$ cat src/rtl/core/u8u16_pkg.sv
// Package for the UTF-8 to UTF-16 transcoder: payload types, state type and constants.
package u8u16_pkg;

  localparam int unsigned COUNT_WIDTH_DEFAULT = 16;
  localparam logic [15:0] CAPACITY_RESET      = 16'd1024;
  localparam int unsigned MAX_RESULTS         = 3;

  // Summary status codes
  localparam logic [1:0] STATUS_OK      = 2'd0;
  localparam logic [1:0] STATUS_PARTIAL = 2'd1;
  localparam logic [1:0] STATUS_FULL    = 2'd2;

  localparam logic [15:0] HIGH_SURROGATE = 16'hD800;
  localparam logic [15:0] LOW_SURROGATE  = 16'hDC00;
  localparam logic [20:0] PLANE_OFFSET   = 21'h10000;
  localparam logic [15:0] REPORT_MAX     = 16'hFFFF;

  typedef struct packed {
    logic [7:0] byte_in;
    logic       last_byte;
  } in_t;

  typedef struct packed {
    logic [15:0] unit;
    logic        is_summary;
    logic        last;
    logic [15:0] written_units;
    logic [15:0] needed_units;
    logic [1:0]  status;
  } out_t;

  // Sequence state that does not depend on the counter width
  typedef struct packed {
    logic [1:0]  pending;
    logic [20:0] acc;
    logic        stopped;
  } seq_state_t;

endpackage

$ cat src/rtl/core/u8u16_step.sv
// Combinational step: decodes one byte against the current state into up to three results.
module u8u16_step import u8u16_pkg::*; #(
  parameter int unsigned COUNT_WIDTH = COUNT_WIDTH_DEFAULT
) (
  input  in_t                    in_data,
  input  seq_state_t             seq_cur,
  input  logic [COUNT_WIDTH-1:0] written_cur,
  input  logic [COUNT_WIDTH-1:0] needed_cur,
  input  logic [15:0]            capacity,
  output seq_state_t             seq_nxt,
  output logic [COUNT_WIDTH-1:0] written_nxt,
  output logic [COUNT_WIDTH-1:0] needed_nxt,
  output out_t                   items [MAX_RESULTS],
  output logic [1:0]             item_count
);

  localparam int unsigned CMPW = ((COUNT_WIDTH > 16) ? COUNT_WIDTH : 16) + 2;

  function automatic logic [COUNT_WIDTH-1:0] sat_add(input logic [COUNT_WIDTH-1:0] a,
                                                     input logic [1:0] b);
    logic [COUNT_WIDTH:0] s;
    begin
      s = {1'b0, a} + (COUNT_WIDTH+1)'(b);
      sat_add = s[COUNT_WIDTH] ? '1 : s[COUNT_WIDTH-1:0];
    end
  endfunction

  function automatic logic [15:0] report16(input logic [COUNT_WIDTH-1:0] v);
    logic [CMPW-1:0] ev;
    begin
      ev = CMPW'(v);
      report16 = (ev > CMPW'(REPORT_MAX)) ? REPORT_MAX : ev[15:0];
    end
  endfunction

  always_comb begin
    logic [1:0]      pend;
    logic [20:0]     acc;
    logic            emit;
    logic [20:0]     cp;
    logic [20:0]     v;
    logic            pair;
    logic            fits;
    logic            ok;
    logic            stopped;
    logic [CMPW-1:0] room;
    logic [CMPW-1:0] wr_ext;
    logic [1:0]      units;
    logic [1:0]      total;
    logic [1:0]      status;
    logic [15:0]     hi_unit;
    logic [15:0]     lo_unit;
    logic [COUNT_WIDTH-1:0] wr;
    logic [COUNT_WIDTH-1:0] nd;

    pend = seq_cur.pending;
    acc  = seq_cur.acc;
    emit = 1'b0;
    cp   = '0;

    if (seq_cur.pending == 2'd0) begin
      priority if (in_data.byte_in[7:4] <= 4'hB) begin
        emit = 1'b1;
        cp   = 21'(in_data.byte_in);
      end else if (in_data.byte_in[7:4] <= 4'hD) begin
        acc  = 21'(in_data.byte_in[4:0]);
        pend = 2'd1;
      end else if (in_data.byte_in[7:4] == 4'hE) begin
        acc  = 21'(in_data.byte_in[3:0]);
        pend = 2'd2;
      end else begin
        acc  = 21'(in_data.byte_in[2:0]);
        pend = 2'd3;
      end
    end else begin
      acc  = {seq_cur.acc[14:0], in_data.byte_in[5:0]};
      pend = seq_cur.pending - 2'd1;
      emit = (pend == 2'd0);
      cp   = acc;
    end

    // Room is capacity minus the reserved slot
    room   = (capacity == 16'd0) ? '0 : CMPW'(capacity) - CMPW'(1);
    wr_ext = CMPW'(written_cur);
    pair   = |cp[20:16];
    fits   = pair ? (wr_ext + CMPW'(2) <= room) : (wr_ext < room);
    ok     = emit && !seq_cur.stopped && fits;
    stopped = seq_cur.stopped | (emit & ~ok);

    nd = emit ? sat_add(needed_cur, pair ? 2'd2 : 2'd1) : needed_cur;
    wr = ok ? sat_add(written_cur, pair ? 2'd2 : 2'd1) : written_cur;

    v       = cp - PLANE_OFFSET;
    hi_unit = 16'(v[20:10]) + HIGH_SURROGATE;
    lo_unit = {6'd0, v[9:0]} + LOW_SURROGATE;

    units  = ok ? (pair ? 2'd2 : 2'd1) : 2'd0;
    total  = units + {1'b0, in_data.last_byte};
    status = (pend != 2'd0) ? STATUS_PARTIAL : (stopped ? STATUS_FULL : STATUS_OK);

    for (int i = 0; i < MAX_RESULTS; i++) begin
      items[i] = '0;
      if (2'(i) < units) begin
        items[i].unit = (i == 0) ? (pair ? hi_unit : cp[15:0]) : lo_unit;
      end else if (2'(i) == units) begin
        items[i].is_summary    = 1'b1;
        items[i].written_units = report16(wr);
        items[i].needed_units  = report16(nd);
        items[i].status        = status;
      end
      items[i].last = (2'(i) + 2'd1 == total);
    end
    item_count = total;

    if (in_data.last_byte) begin
      seq_nxt     = '0;
      written_nxt = '0;
      needed_nxt  = '0;
    end else begin
      seq_nxt.pending = pend;
      seq_nxt.acc     = acc;
      seq_nxt.stopped = stopped;
      written_nxt     = wr;
      needed_nxt      = nd;
    end
  end

endmodule

$ cat src/rtl/core/utf8_to_utf16_transcoder.sv
// Top level of the UTF-8 to UTF-16 transcoder: state, capacity register and result buffer.
//
//   Channel | Handshake          | Beat
//   --------+--------------------+-----------------------------------------------
//   in_     | in_valid/in_stall  | one UTF-8 byte and its end-of-string flag
//   out_    | out_valid/out_stall| one UTF-16 unit or one end-of-string summary
//   cfg_    | cfg_valid/cfg_ready| output capacity in units (always ready)
//
// A byte is decoded in the cycle it is accepted and its results are in the
// result buffer on the next cycle. One result leaves per cycle while out_stall
// is low. A byte causes one result per unit it emits (two for a surrogate pair),
// plus one summary on its end-of-string flag; the result buffer holds three.
// Synchronous reset clears the sequence state, the counters and the buffer count
// (not the buffer payload) and restores the capacity to 1024. A result-side stall
// holds the buffer; a new byte enters once it is empty or its last entry leaves.
module utf8_to_utf16_transcoder import u8u16_pkg::*; #(
  parameter int unsigned COUNT_WIDTH = COUNT_WIDTH_DEFAULT
) (
  input  logic        clk,
  input  logic        rst_n,
  input  logic        in_valid,
  output logic        in_stall,
  input  in_t         in_data,
  output logic        out_valid,
  input  logic        out_stall,
  output out_t        out_data,
  input  logic        cfg_valid,
  output logic        cfg_ready,
  input  logic [15:0] cfg_data
);

  logic [15:0]            capacity_r;
  seq_state_t             seq_r, seq_nxt;
  logic [COUNT_WIDTH-1:0] written_r, written_nxt;
  logic [COUNT_WIDTH-1:0] needed_r, needed_nxt;
  out_t                   buf_r [MAX_RESULTS];
  logic [1:0]             cnt_r;
  out_t                   items [MAX_RESULTS];
  logic [1:0]             item_count;
  logic                   in_take;
  logic                   out_take;

  // The capacity register takes every write; the user is to write it only while idle, the block does not enforce this.
  assign cfg_ready = 1'b1;

  always_ff @(posedge clk) begin
    if (!rst_n) begin
      capacity_r <= CAPACITY_RESET;
    end else if (cfg_valid) begin
      capacity_r <= cfg_data;
    end
  end

  u8u16_step #(
    .COUNT_WIDTH (COUNT_WIDTH)
  ) u_step (
    .in_data     (in_data),
    .seq_cur     (seq_r),
    .written_cur (written_r),
    .needed_cur  (needed_r),
    .capacity    (capacity_r),
    .seq_nxt     (seq_nxt),
    .written_nxt (written_nxt),
    .needed_nxt  (needed_nxt),
    .items       (items),
    .item_count  (item_count)
  );

  // The head of the buffer is the result on offer.
  assign out_valid = (cnt_r != 2'd0);
  assign out_data  = buf_r[0];
  assign out_take  = out_valid && !out_stall;

  // A new byte may enter once the buffer is empty or its last entry leaves now.
  assign in_stall = !((cnt_r == 2'd0) || ((cnt_r == 2'd1) && !out_stall));
  assign in_take  = in_valid && !in_stall;

  always_ff @(posedge clk) begin
    if (!rst_n) begin
      seq_r     <= '0;
      written_r <= '0;
      needed_r  <= '0;
      cnt_r     <= 2'd0;
    end else if (in_take) begin
      seq_r     <= seq_nxt;
      written_r <= written_nxt;
      needed_r  <= needed_nxt;
      cnt_r     <= item_count;
    end else if (out_take) begin
      cnt_r     <= cnt_r - 2'd1;
    end
  end

  // Payload of the buffer: loaded whole on a new byte, shifted on each beat out.
  always_ff @(posedge clk) begin
    if (in_take) begin
      for (int i = 0; i < MAX_RESULTS; i++) begin
        buf_r[i] <= items[i];
      end
    end else if (out_take) begin
      for (int i = 0; i < MAX_RESULTS - 1; i++) begin
        buf_r[i] <= buf_r[i+1];
      end
    end
  end

endmodule
$ cat config.mk
export PLATFORM = sky130hd
export DESIGN_NAME = utf8_to_utf16_transcoder
export DESIGN_NICKNAME = d
export VERILOG_FILES = /design/src/rtl/core/u8u16_pkg.sv /design/src/rtl/core/u8u16_step.sv /design/src/rtl/core/utf8_to_utf16_transcoder.sv
export SDC_FILE = /design/constraint.sdc
export NUM_CORES = 1
export LEC_CHECK = 0
export BUFFER_PORTS_ARGS = -buffer_cell sky130_fd_sc_hd__buf_2
export CAP_MARGIN = 20
export CORE_MARGIN = 8
export CORE_UTILIZATION = 55
export CTS_BUF_LIST = sky130_fd_sc_hd__clkbuf_4 sky130_fd_sc_hd__clkbuf_8
export DETAILED_ROUTE_END_ITERATION = 10
export PLACE_DENSITY = 0.74
export SETUP_SLACK_MARGIN = 0.05
export SYNTH_ARGS = -nofsm -noshare
export SYNTH_HDL_FRONTEND = slang
export SYNTH_SLANG_ARGS = --single-unit
$ cat constraint.sdc
create_clock -name clk -period 5.6 [get_ports clk]
set_input_delay 1.12 -clock clk [delete_from_list [all_inputs] [get_ports clk]]
set_output_delay 1.12 -clock clk [all_outputs]
set_load 0.03 [all_outputs]
# Word level (Yosys, flattened, before mapping)

Memories as Yosys holds them, arrays and structs flattened.
Cells that the tools add are included.

Register bits after elaboration: 68
Bits in latches: 0
Memory bits (writable): 156
Memory bits (read-only): 0
Input port bits: 30
Output and inout port bits: 55
Logic and storage cells: 107
Memories kept: 1

$add $sub $neg: 10
Multipliers: 0
Div/mod/pow operators: 0
Magnitude comparators: 7
Eq/ne operators: 8
Shift operators: 0
Mux-type cells: 50
Bitwise operators: 5
Reductions and logical operators: 19

Memory list:

| memory | words | width | rd ports | clocked after Yosys merged registers in | write ports | line                           | text |
|---|---|---|---|---|---|---|---|
| buf_r  | 3     | 52    | 3        | 0                                       | 3           | utf8_to_utf16_transcoder.sv:36 | `out_t buf_r [MAX_RESULTS];` |

Operator list:

| operator                                                              | count |
|---|---|
| 34-bit two-way mux                                                    | 6 |
| 16-bit two-way mux                                                    | 10 |
| 52-bit two-way mux                                                    | 2 |
| 21-bit two-way mux                                                    | 4 |
| 16-bit by 2-bit adder with 17-bit output                              | 2 |
| 24-bit two-way mux                                                    | 1 |
| 21-bit by 17-bit subtractor with 21-bit output, second input constant | 1 |
| 18-bit <= comparator                                                  | 1 |
| 16-bit by 18-bit < comparator with 1-bit output                       | 1 |
| 18-bit two-way mux                                                    | 1 |
| 2-bit two-way mux                                                     | 9 |
| 16-bit by 2-bit adder with 17-bit output, second input constant       | 1 |
| 16-bit by 1-bit subtractor with 17-bit output, second input constant  | 1 |
| 11-bit by 15-bit adder with 16-bit output, second input constant      | 1 |
| 12-bit by 15-bit adder with 16-bit output, second input constant      | 1 |
| 16-bit zero test                                                      | 1 |
| 1-bit two-way mux                                                     | 15 |
| 4-bit <= comparator, second input constant                            | 2 |
| 2-bit zero test                                                       | 4 |
| 8-bit two-way mux                                                     | 1 |
| 2-bit equality test, first input constant                             | 3 |
| 2-bit nonzero test                                                    | 3 |
| 1-bit logical AND                                                     | 5 |
| 5-bit OR reduction                                                    | 1 |
| other kinds (15)                                                      | 22 |

# Logic depth before layout (Yosys ltp)

Gate-level depths: netlist of the first run.

Word-level depth: 14
Depth in mapped cells: 19
Mapped depth without buffers: 17

# Hierarchy

From an unflattened synthesis of the first run, not the netlist that was laid out.

Cells, all modules: 1283
Area, all modules: 13133.8 µm²

Modules (own cells, without submodules):

| module                   | times used | cells each | area each (µm²) | seq. area each (µm²) |
|---|---|---|---|---|
| utf8_to_utf16_transcoder | 1          | 641        | 9168.8          | 6165.9 |
| u8u16_step               | 1          | 642        | 3965.1          | 0.0 |

# Least setup slack after synthesis of the first run

No wires, ideal clock.

Kind: input -> register
From: input port out_stall
To: register seq_r[11] (netlist name)
Setup time: 118 ps
Arrival time: 4164 ps
Data required time: 5482 ps
Path slack: 1318 ps
Cell stages on the path: 10
Buffers on the path: 3
Cells stage by stage: inv_1 -> a21oi_1 -> nand2b_1 -> buf_2 -> inv_1 -> clkbuf_1 -> o31ai_2 -> clkbuf_1 -> a32oi_1 -> nor2b_1

Word-level cells in the longest chain between the ends: 5

Ends and longest elaborated chain:

| what                          | line                           | text |
|---|---|---|
| start: declaration            | utf8_to_utf16_transcoder.sv:25 | `input logic out_stall,` |
| 1-bit zero test               | utf8_to_utf16_transcoder.sv:75 | `assign in_stall = !((cnt_r == 2'd0) \|\| ((cnt_r == 2'd1) && !out_stall));` |
| 1-bit logical AND             | utf8_to_utf16_transcoder.sv:75 |  |
| 1-bit logical OR              | utf8_to_utf16_transcoder.sv:75 |  |
| 1-bit logical AND             | utf8_to_utf16_transcoder.sv:76 | `assign in_take = in_valid && !in_stall;` |
| named net in_take             | utf8_to_utf16_transcoder.sv:40 | `logic in_take;` |
| 2-bit AND reduction (no line) | -                              |  |
| end signal: assignment        | utf8_to_utf16_transcoder.sv:85 | `seq_r <= seq_nxt;` |
| end: declaration              | utf8_to_utf16_transcoder.sv:33 | `seq_state_t seq_r, seq_nxt;` |

The timed path passes the listed nets, and every way through them passes these cells.
A chain may end at the register's enable or synchronous reset.

# Worst setup path after layout of the first run

From: register capacity_r[5]
To: register written_r[13]

Word-level cells in the longest chain between the ends: 7
Elaborated cells between the ends (all ways): 9
Those cells by class: 1 x add/sub; 2 x order compare; 4 x mux; 2 x reduce/logical

Ends and longest elaborated chain:

| what                                                                                    | line                           | text |
|---|---|---|
| start: declaration                                                                      | utf8_to_utf16_transcoder.sv:32 | `logic [15:0] capacity_r;` |
| start signal: assignment                                                                | utf8_to_utf16_transcoder.sv:50 | `capacity_r <= cfg_data;` |
| 16-bit by 1-bit subtractor with 17-bit output or 16-bit zero test (tied branches)       | u8u16_step.sv:83               | `room = (capacity == 16'd0) ? '0 : CMPW'(capacity) - CMPW'(1);` |
| 18-bit two-way mux (*)                                                                  | u8u16_step.sv:83               |  |
| 16-bit by 18-bit < comparator with 1-bit output or 18-bit <= comparator (tied branches) | u8u16_step.sv:86               | `fits = pair ? (wr_ext + CMPW'(2) <= room) : (wr_ext < room);` |
| 1-bit two-way mux (*)                                                                   | u8u16_step.sv:86               |  |
| 1-bit logical AND (*)                                                                   | u8u16_step.sv:87               | `ok = emit && !seq_cur.stopped && fits;` |
| 16-bit two-way mux (*)                                                                  | u8u16_step.sv:91               | `wr = ok ? sat_add(written_cur, pair ? 2'd2 : 2'd1) : written_cur;` |
| 16-bit two-way mux (*)                                                                  | u8u16_step.sv:115              | `if (in_data.last_byte) begin` |
| end signal: assignment                                                                  | utf8_to_utf16_transcoder.sv:86 | `written_r <= written_nxt;` |
| end: declaration                                                                        | utf8_to_utf16_transcoder.sv:34 | `logic [COUNT_WIDTH-1:0] written_r, written_nxt;` |

Every way passes the cells marked *; elsewhere a longest branch is shown, timed or not.

==> results.py, run 1 <==
metrics = {
    "floorplan": {
        "initial_utilization_pct": 55.2,
        "rows": 53,
        "fp.dieH_microns": 160,
        "core_sq_um": 20800,
        "dieArea_sq_um": 25700,
        "die_x_microns": 160,
        "io-pin-count": 85,
    },
    "sta": {
        "tns_ps": 0,
        "rsz0062_at_grt": "false",
        "relSlewSlack_pct": 32.8,
        "hold_violations": 0,
        "finalCriticalPeriod_ps": 4820,
        "fin_crit_sh_pct": 86.1,
        "finClkSkew_ps": 19.9,
        "tightest_slew_ps": 998,
        "fmax_mhz": 207,
        "setup_viol": 0,
        "slew_viol_final": 0,
    },
    "layout": {
        "syn2layout_area_growth_pct": 8.20,
        "drive_gt1_share_pct": 16.2,
        "seqCellArea_sq_um": 5750,
        "fillers": 1696,
        "final_util_pct": 59.8,
        "multiInputGateArea_sq_um": 4930,
        "fin_nets": 1235,
        "antennaDiodeCount": 0,
    },
    "setup_path": {
        "worst_setup_path_end_kind": "register",
        "critPathKind": "reg2reg",
        "cpMostUsedCell": "nor3_1",
        "crit_path_cell_trace": "or4_1 > nor4_1 > nand2_1 > or3_1 > nor3_1 > a21oi_1 > ha_1 > nand4_1 > nor3_1 > a22oi_1 > o211ai_4 > buf_4 > inv_6 > nor2_8 > a211oi_1 > o221a_2",
        "arrival_ps": 5230,
        "critPathTopFamily": "simple AND/OR/NAND/NOR gates",
        "cpPeakStageDelay_ps": 610,
        "slowest_stage": "or4_1",
        "crit_required_ps": 6010,
        "start_kind": "register",
        "critPathMaxFanout": 27,
        "crit_buf_inv": 2,
    },
    "cts": {
        "tritoncts": "done",
        "ctsResizeCount": 0,
        "h-tree-depth": 2,
        "cts.path.max_buffers": 3,
        "cts-buffers-inserted": 37,
        "cts_num_sinks": 214,
        "cts_hold_buf": 0,
        "clock_latency_ps": 530,
        "path_clk_slew_ps": 60,
        "cts_setup_buffers": 0,
        "cts_root_buffer": "clkbuf_8",
    },
    "grt": {
        "grt_use_met2_pct": 32.6,
        "antenna_found_initial": 0,
        "grt_pass1_wl_microns": 41800,
        "grt_pass1_vias": 8268,
        "met3_usage_pct": 4.07,
        "grt_busiest_layer": "met2",
        "met1_usage_pct": 25.0,
        "overflow": 0,
        "gr-usage-all-layers_pct": 19.5,
        "grt_start_max_net_pins": 139,
    },
    "route": {
        "drc": 0,
        "routedWlPerCell_microns": 17.2,
        "viasPerCell": 5.74,
        "wl_microns": 25200,
        "vias": 8415,
        "drt-initial-drc-count": 604,
        "drt_pass1_iterations": 5,
        "ant_nets": 0,
    },
    "placement": {
        "place_congestion": 0.861,
        "io_buffers": 83,
        "dp.final_hpwl_microns": 16700,
    },
    "pwr": {
        "p_leak_nw": 4.76,
        "p_per_area_nw_per_um2": 431,
        "vdd_ir_drop_max_mv": 0.213,
        "p_total_mw": 5.35,
    },
    "synth": {
        "async_reset_ff_share_pct": 0,
        "ys_dominant_reg_cell": "edfxtp_1",
        "synth-edff-count": 146,
        "ys_seq_area_share_pct": 50.1,
        "syn_area_sq_um": 11500,
        "ys_warn_count": 0,
        "ys_seq_elements": 214,
        "synth_area_per_cell_sq_um": 10.0,
        "syn_inst": 1144,
        "synth_cell_type_count": 82,
    },
    "hold_path": {
        "hp-class": "reg2reg",
    },
    "outcome": {
        "status": "completed",
    },
    "flow_run": {
        "drv_cap": 0,
    },
}
state kept, by name, indices dropped and copies added, names as in the netlist:
name,count
needed_r,16
seq_r,18
buf_r,146
capacity_r,16
cnt_r,2
written_r,16
worst paths after layout:
check | start | cells past startpoint | slack, ps | end
worst min register to register | written_r[0] | 1 | 500 | written_r[0]
worst max register to register | capacity_r[5] | 16 | 780 | written_r[13]
worst max-delay path | capacity_r[5] | 16 | 780 | written_r[13]
worst min-delay path | written_r[0] | 1 | 500 | written_r[0]
power by group:
group	internal [mW]	leakage (nW)	total, mW	switching [mW]
Sequential	2.30	2.01	2.43	0.129
Clock	0.815	0.406	1.43	0.620
Combinational	0.346	2.34	1.49	1.14
Total	3.46	4.76	5.35	1.89
worst reg2reg max path: stages (launching register included):
cell      delay (ps)
dfxtp_1          350
or4_1            610
nor4_1           440
nand2_1          150
or3_1            340
nor3_1           140
a21oi_1           80
ha_1             310
nand4_1          150
nor3_1           210
a22oi_1          150
o211ai_4         600
buf_4            480
inv_6             90
nor2_8           260
a211oi_1          90
o221a_2          270
metal layers:
| metal | part of all wire, % | up-vias |
|---|---|---|
| li1 | - | 4089 |
| met1 | 43 | 3975 |
| met3 | 7.1 | 48 |
| met5 | 0 | - |
| met2 | 48 | 303 |
| met4 | 1.8 | 0 |
cells by family (layout without fill, tap and decap cells):
group	Yosys count	count (layout)	synth area share, %
buf+inv	152	186	7.29
xor+xnor	39	39	2.98
mux	21	21	1.83
flops	214	214	50.1
simple gates	433	433	18.5
fa+ha+maj	43	43	4.82
other cells	2	14	0.0655
compound gates	240	240	14.4
cell usage in the layout, fill, tap and decap left out, types with 4 or more instances in the layout:
cell type,count
nand2_1,182
edfxtp_1,146
buf_2,83
nor2_1,80
dfxtp_1,68
o21ai_0,57
o31ai_1,50
clkbuf_8,45
a21oi_1,42
ha_1,41
nor2b_1,35
nand3_1,24
and2_1,23
inv_1,21
nor3_1,21
xor2_1,21
mux2i_1,21
xnor2_1,18
and3_1,14
conb_1,14
clkbuf_4,13
nand4_1,11
buf_4,10
nor4_1,9
a31oi_1,9
o21ai_1,8
o21a_1,8
nand2b_1,7
a21o_1,6
o221ai_1,6
a22oi_1,5
clkinv_2,5
a32oi_1,4
o221a_2,4
Yosys cell counts (3+ instances only):
cell / n / area (sq um)
o21ai_0: 57 / 285
ha_1: 41 / 513
nand2_1: 182 / 683
a21o_1: 6 / 45.0
a22oi_1: 5 / 37.5
nand4_1: 11 / 68.8
a211oi_1: 3 / 22.5
buf_4: 57 / 428
o21a_1: 8 / 60.1
nand3_1: 24 / 120
a31oi_1: 9 / 56.3
and3_1: 14 / 87.6
nor2_1: 80 / 300
nor2b_1: 35 / 219
o221a_2: 4 / 45.0
and2_1: 23 / 144
o22ai_1: 3 / 18.8
nor4_4: 3 / 63.8
edfxtp_1: 146 / 4380
nor3_1: 22 / 110
nand2b_1: 7 / 43.8
inv_1: 23 / 86.3
a21oi_1: 42 / 210
a32oi_1: 4 / 35.0
buf_2: 19 / 95.1
xor2_1: 21 / 184
o21ai_1: 8 / 40.0
o41ai_2: 3 / 48.8
xnor2_1: 18 / 158
o221ai_1: 6 / 52.6
dfxtp_1: 68 / 1360
mux2i_1: 21 / 210
o31ai_1: 50 / 375
clkbuf_1: 47 / 176
a2bb2oi_1: 3 / 26.3
nor4_1: 9 / 56.3
area by class of cell:
| cell class | instances | share of cell area (%) |
|---|---|---|
| Sequential cell | 214 | 46.3 |
| Inverter | 25 | 0.858 |
| Tap cell | 275 | 2.77 |
| Multi-Input combinational cell | 790 | 39.8 |
| Clock buffer | 58 | 5.78 |
| Timing Repair Buffer | 94 | 4.12 |
| Clock inverter | 9 | 0.383 |
per-stage QoR:
step	hold slack [ps]	area (sq um)	cells	setup slack (ps)
after floorplan	457	11500	1156	1320
after global placement	467	11600	1397	951
after detailed placement	496	11600	1397	810
after CTS	505	12400	1464	767
after global routing	524	12400	1465	462
final	498	12400	1465	776
(Power assumes the default switching activity.)
==> inputs of run 2 (changes only) <==
--- a/config.mk
+++ b/config.mk
@@ -12,7 +12,7 @@
 export CTS_BUF_LIST = sky130_fd_sc_hd__clkbuf_4 sky130_fd_sc_hd__clkbuf_8
 export DETAILED_ROUTE_END_ITERATION = 10
 export PLACE_DENSITY = 0.74
-export SETUP_SLACK_MARGIN = 0.05
+export SETUP_SLACK_MARGIN = 0.1
 export SYNTH_ARGS = -nofsm -noshare
 export SYNTH_HDL_FRONTEND = slang
 export SYNTH_SLANG_ARGS = --single-unit
==> constraint.sdc (replaced) <==
create_clock -name clk -period 5.6 [get_ports clk]
set_input_delay 0.28 -clock clk [delete_from_list [all_inputs] [get_ports clk]]
set_output_delay 0.28 -clock clk [all_outputs]
set_load 0.03 [all_outputs]
==> run 2 against run 1 <==
Worst setup slack gained 55 ps. First-iteration DRC count is 0.66% higher. Wire length hardly changed. Largest power group unchanged. Worst hold slack worse by 470 ps. Clock power rose by 6%. Design area increased by 0.55%. Via count stayed put.
==> results.py, run 2 (synthesis gave the netlist of run 1 again) <==
metrics = {
    "flow_run": {
        "drv_cap": 0,
    },
    "setup_path": {
        "crit_buf_inv": 0,
        "worst-r2r-setup-slack_ps": 830,
        "cpPeakStageDelay_ps": 610,
        "r2r-start": "capacity_r[5]",
        "critPathTopFamily": "simple AND/OR/NAND/NOR gates",
        "critPathKind": "reg2reg",
        "critPathMaxFanout": 30,
        "worst_setup_path_end_kind": "register",
        "worstReg2RegEnd": "written_r[9]",
        "r2r_cells": 14,
        "crit_required_ps": 6010,
        "start_kind": "register",
        "crit_path_cell_trace": "or4_1 > nor4_1 > nand2_1 > or3_1 > nor3_1 > a21oi_1 > ha_1 > and3_1 > a221oi_1 > nand3_1 > a311o_2 > nand2_4 > nand3_1 > o311a_1",
        "arrival_ps": 5170,
        "path_depth": 14,
        "slowest_stage": "or4_1",
        "cpMostUsedCell": "nand3_1",
    },
    "cts": {
        "cts-buffers-inserted": 37,
        "h-tree-depth": 2,
        "cts.path.max_buffers": 3,
        "path_clk_slew_ps": 60,
        "clock_latency_ps": 540,
        "tritoncts": "done",
        "cts_root_buffer": "clkbuf_8",
        "ctsResizeCount": 0,
        "cts_num_sinks": 214,
    },
    "grt": {
        "met1_usage_pct": 24.1,
        "overflow": 0,
        "met3_usage_pct": 3.92,
        "grt_start_max_net_pins": 139,
        "grt_use_met2_pct": 31.9,
        "grt_busiest_layer": "met2",
        "grt_pass1_vias": 8073,
        "grt_pass1_wl_microns": 40800,
        "antenna_found_initial": 0,
        "gr-usage-all-layers_pct": 18.9,
    },
    "route": {
        "routedWlPerCell_microns": 17.2,
        "vias": 8415,
        "drc": 0,
        "drt_pass1_iterations": 5,
        "drt-initial-drc-count": 608,
        "ant_nets": 0,
        "wl_microns": 25300,
        "viasPerCell": 5.73,
    },
    "sta": {
        "slew_viol_final": 0,
        "tns_ps": 0,
        "rsz0062_at_grt": "false",
        "fmax_mhz": 210,
        "relSlewSlack_pct": 25.8,
        "fin_crit_sh_pct": 85.2,
        "finClkSkew_ps": 39.4,
        "tightest_slew_ps": 1100,
        "hold_violations": 0,
        "finalCriticalPeriod_ps": 4770,
        "setup_viol": 0,
    },
    "pwr": {
        "p_per_area_nw_per_um2": 435,
        "vdd_ir_drop_max_mv": 0.286,
        "p_int_mw": 3.52,
        "power_frac_clock_pct": 27.8,
        "p_switching_mw": 1.91,
        "p_leak_nw": 4.79,
        "p_total_mw": 5.43,
        "pwr-share-comb_pct": 27.6,
        "p_seq_share_pct": 44.6,
        "sw_frac_of_total_pct": 35.2,
    },
    "outcome": {
        "status": "completed",
    },
    "floorplan": {
        "rows": 53,
        "io-pin-count": 85,
        "die_x_microns": 160,
        "fp.dieH_microns": 160,
        "initial_utilization_pct": 55.2,
        "dieArea_sq_um": 25700,
        "core_sq_um": 20800,
    },
    "layout": {
        "antennaDiodeCount": 0,
        "drive_gt1_share_pct": 16.1,
        "seqCellArea_sq_um": 5750,
        "largest_reg_flops": 146,
        "regMostFlops": "buf_r",
        "fin_nets": 1239,
        "final_common_cell": "nand2_1",
        "final_util_pct": 60.1,
        "multiInputGateArea_sq_um": 4930,
        "layout_common_cells": "182 x nand2_1, 146 x edfxtp_1, 83 x buf_2",
        "syn2layout_area_growth_pct": 8.79,
        "layout.cells.non_filler": 1469,
        "fillers": 1693,
        "reg_top3": "buf_r x146, seq_r x18",
    },
    "hold_path": {
        "hp-class": "in2reg",
        "hold_depth": 3,
        "hp-start": "cfg_data[2]",
        "hold_path_end": "capacity_r[2]",
    },
    "placement": {
        "dp.final_hpwl_microns": 16500,
        "io_buffers": 83,
        "dp_cells": 1397,
        "place_congestion": 0.878,
    },
}
## run 2: stage by stage
stage	worst slack (ps)	cell area (sq um)	hold slack [ps]
floorplan	1570	11500	409
global placement	1000	11600	477
detailed placement	892	11600	486
CTS	882	12500	3.89
global route	533	12500	21.0
finish	831	12500	27.0
## run 2: cell type report
cell class,count,area share (%)
clock buffer,55,5.42
clock inverter,12,0.933
inverter,25,0.853
multi-input combinational,790,39.5
sequential,214,46.1
tap,275,2.76
timing repair buffer,98,4.41
## run 2: tightest hold or removal path, cell delays in order
cell and delay (ps):
buf_2 80, mux2i_1 60, nor2b_1 90
## run 2: how the worst max path moves through the flow
stage                  start            to  slack [ps]
2_1_floorplan  capacity_r[5]  buf_r[0][82]        1570
3_5_place_dp   capacity_r[5]   buf_r[0][9]         890
4_1_cts        capacity_r[5]   buf_r[0][9]         880
5_1_grt        capacity_r[5]   buf_r[0][9]         530
3_3_place_gp   capacity_r[5]  written_r[9]        1000
6_report       capacity_r[5]  written_r[9]         830
## run 2: power groups by stage
| stage | clock, mW | combinational, mW | sequential, mW |
|---|---|---|---|
| floorplan | 0 | 1.30 | 2.45 |
| global placement | 0 | 1.49 | 2.44 |
| detailed placement | 0 | 1.50 | 2.46 |
| CTS | 1.53 | 1.51 | 2.43 |
| global route | 1.61 | 1.62 | 2.46 |
| finish | 1.51 | 1.50 | 2.42 |
## run 2: timing repair
item	in CTS	in global routing
endpoints found under the hold margin	4	0
hold buffers	4	0
setup buffers	0	0
## run 2: layer usage
layer  share of wire (%)  wire length, microns
met2                  48                 12200
met3                 6.8                  1710
met1                  43                 11000
met5                   0                     0
met4                 1.3                   325
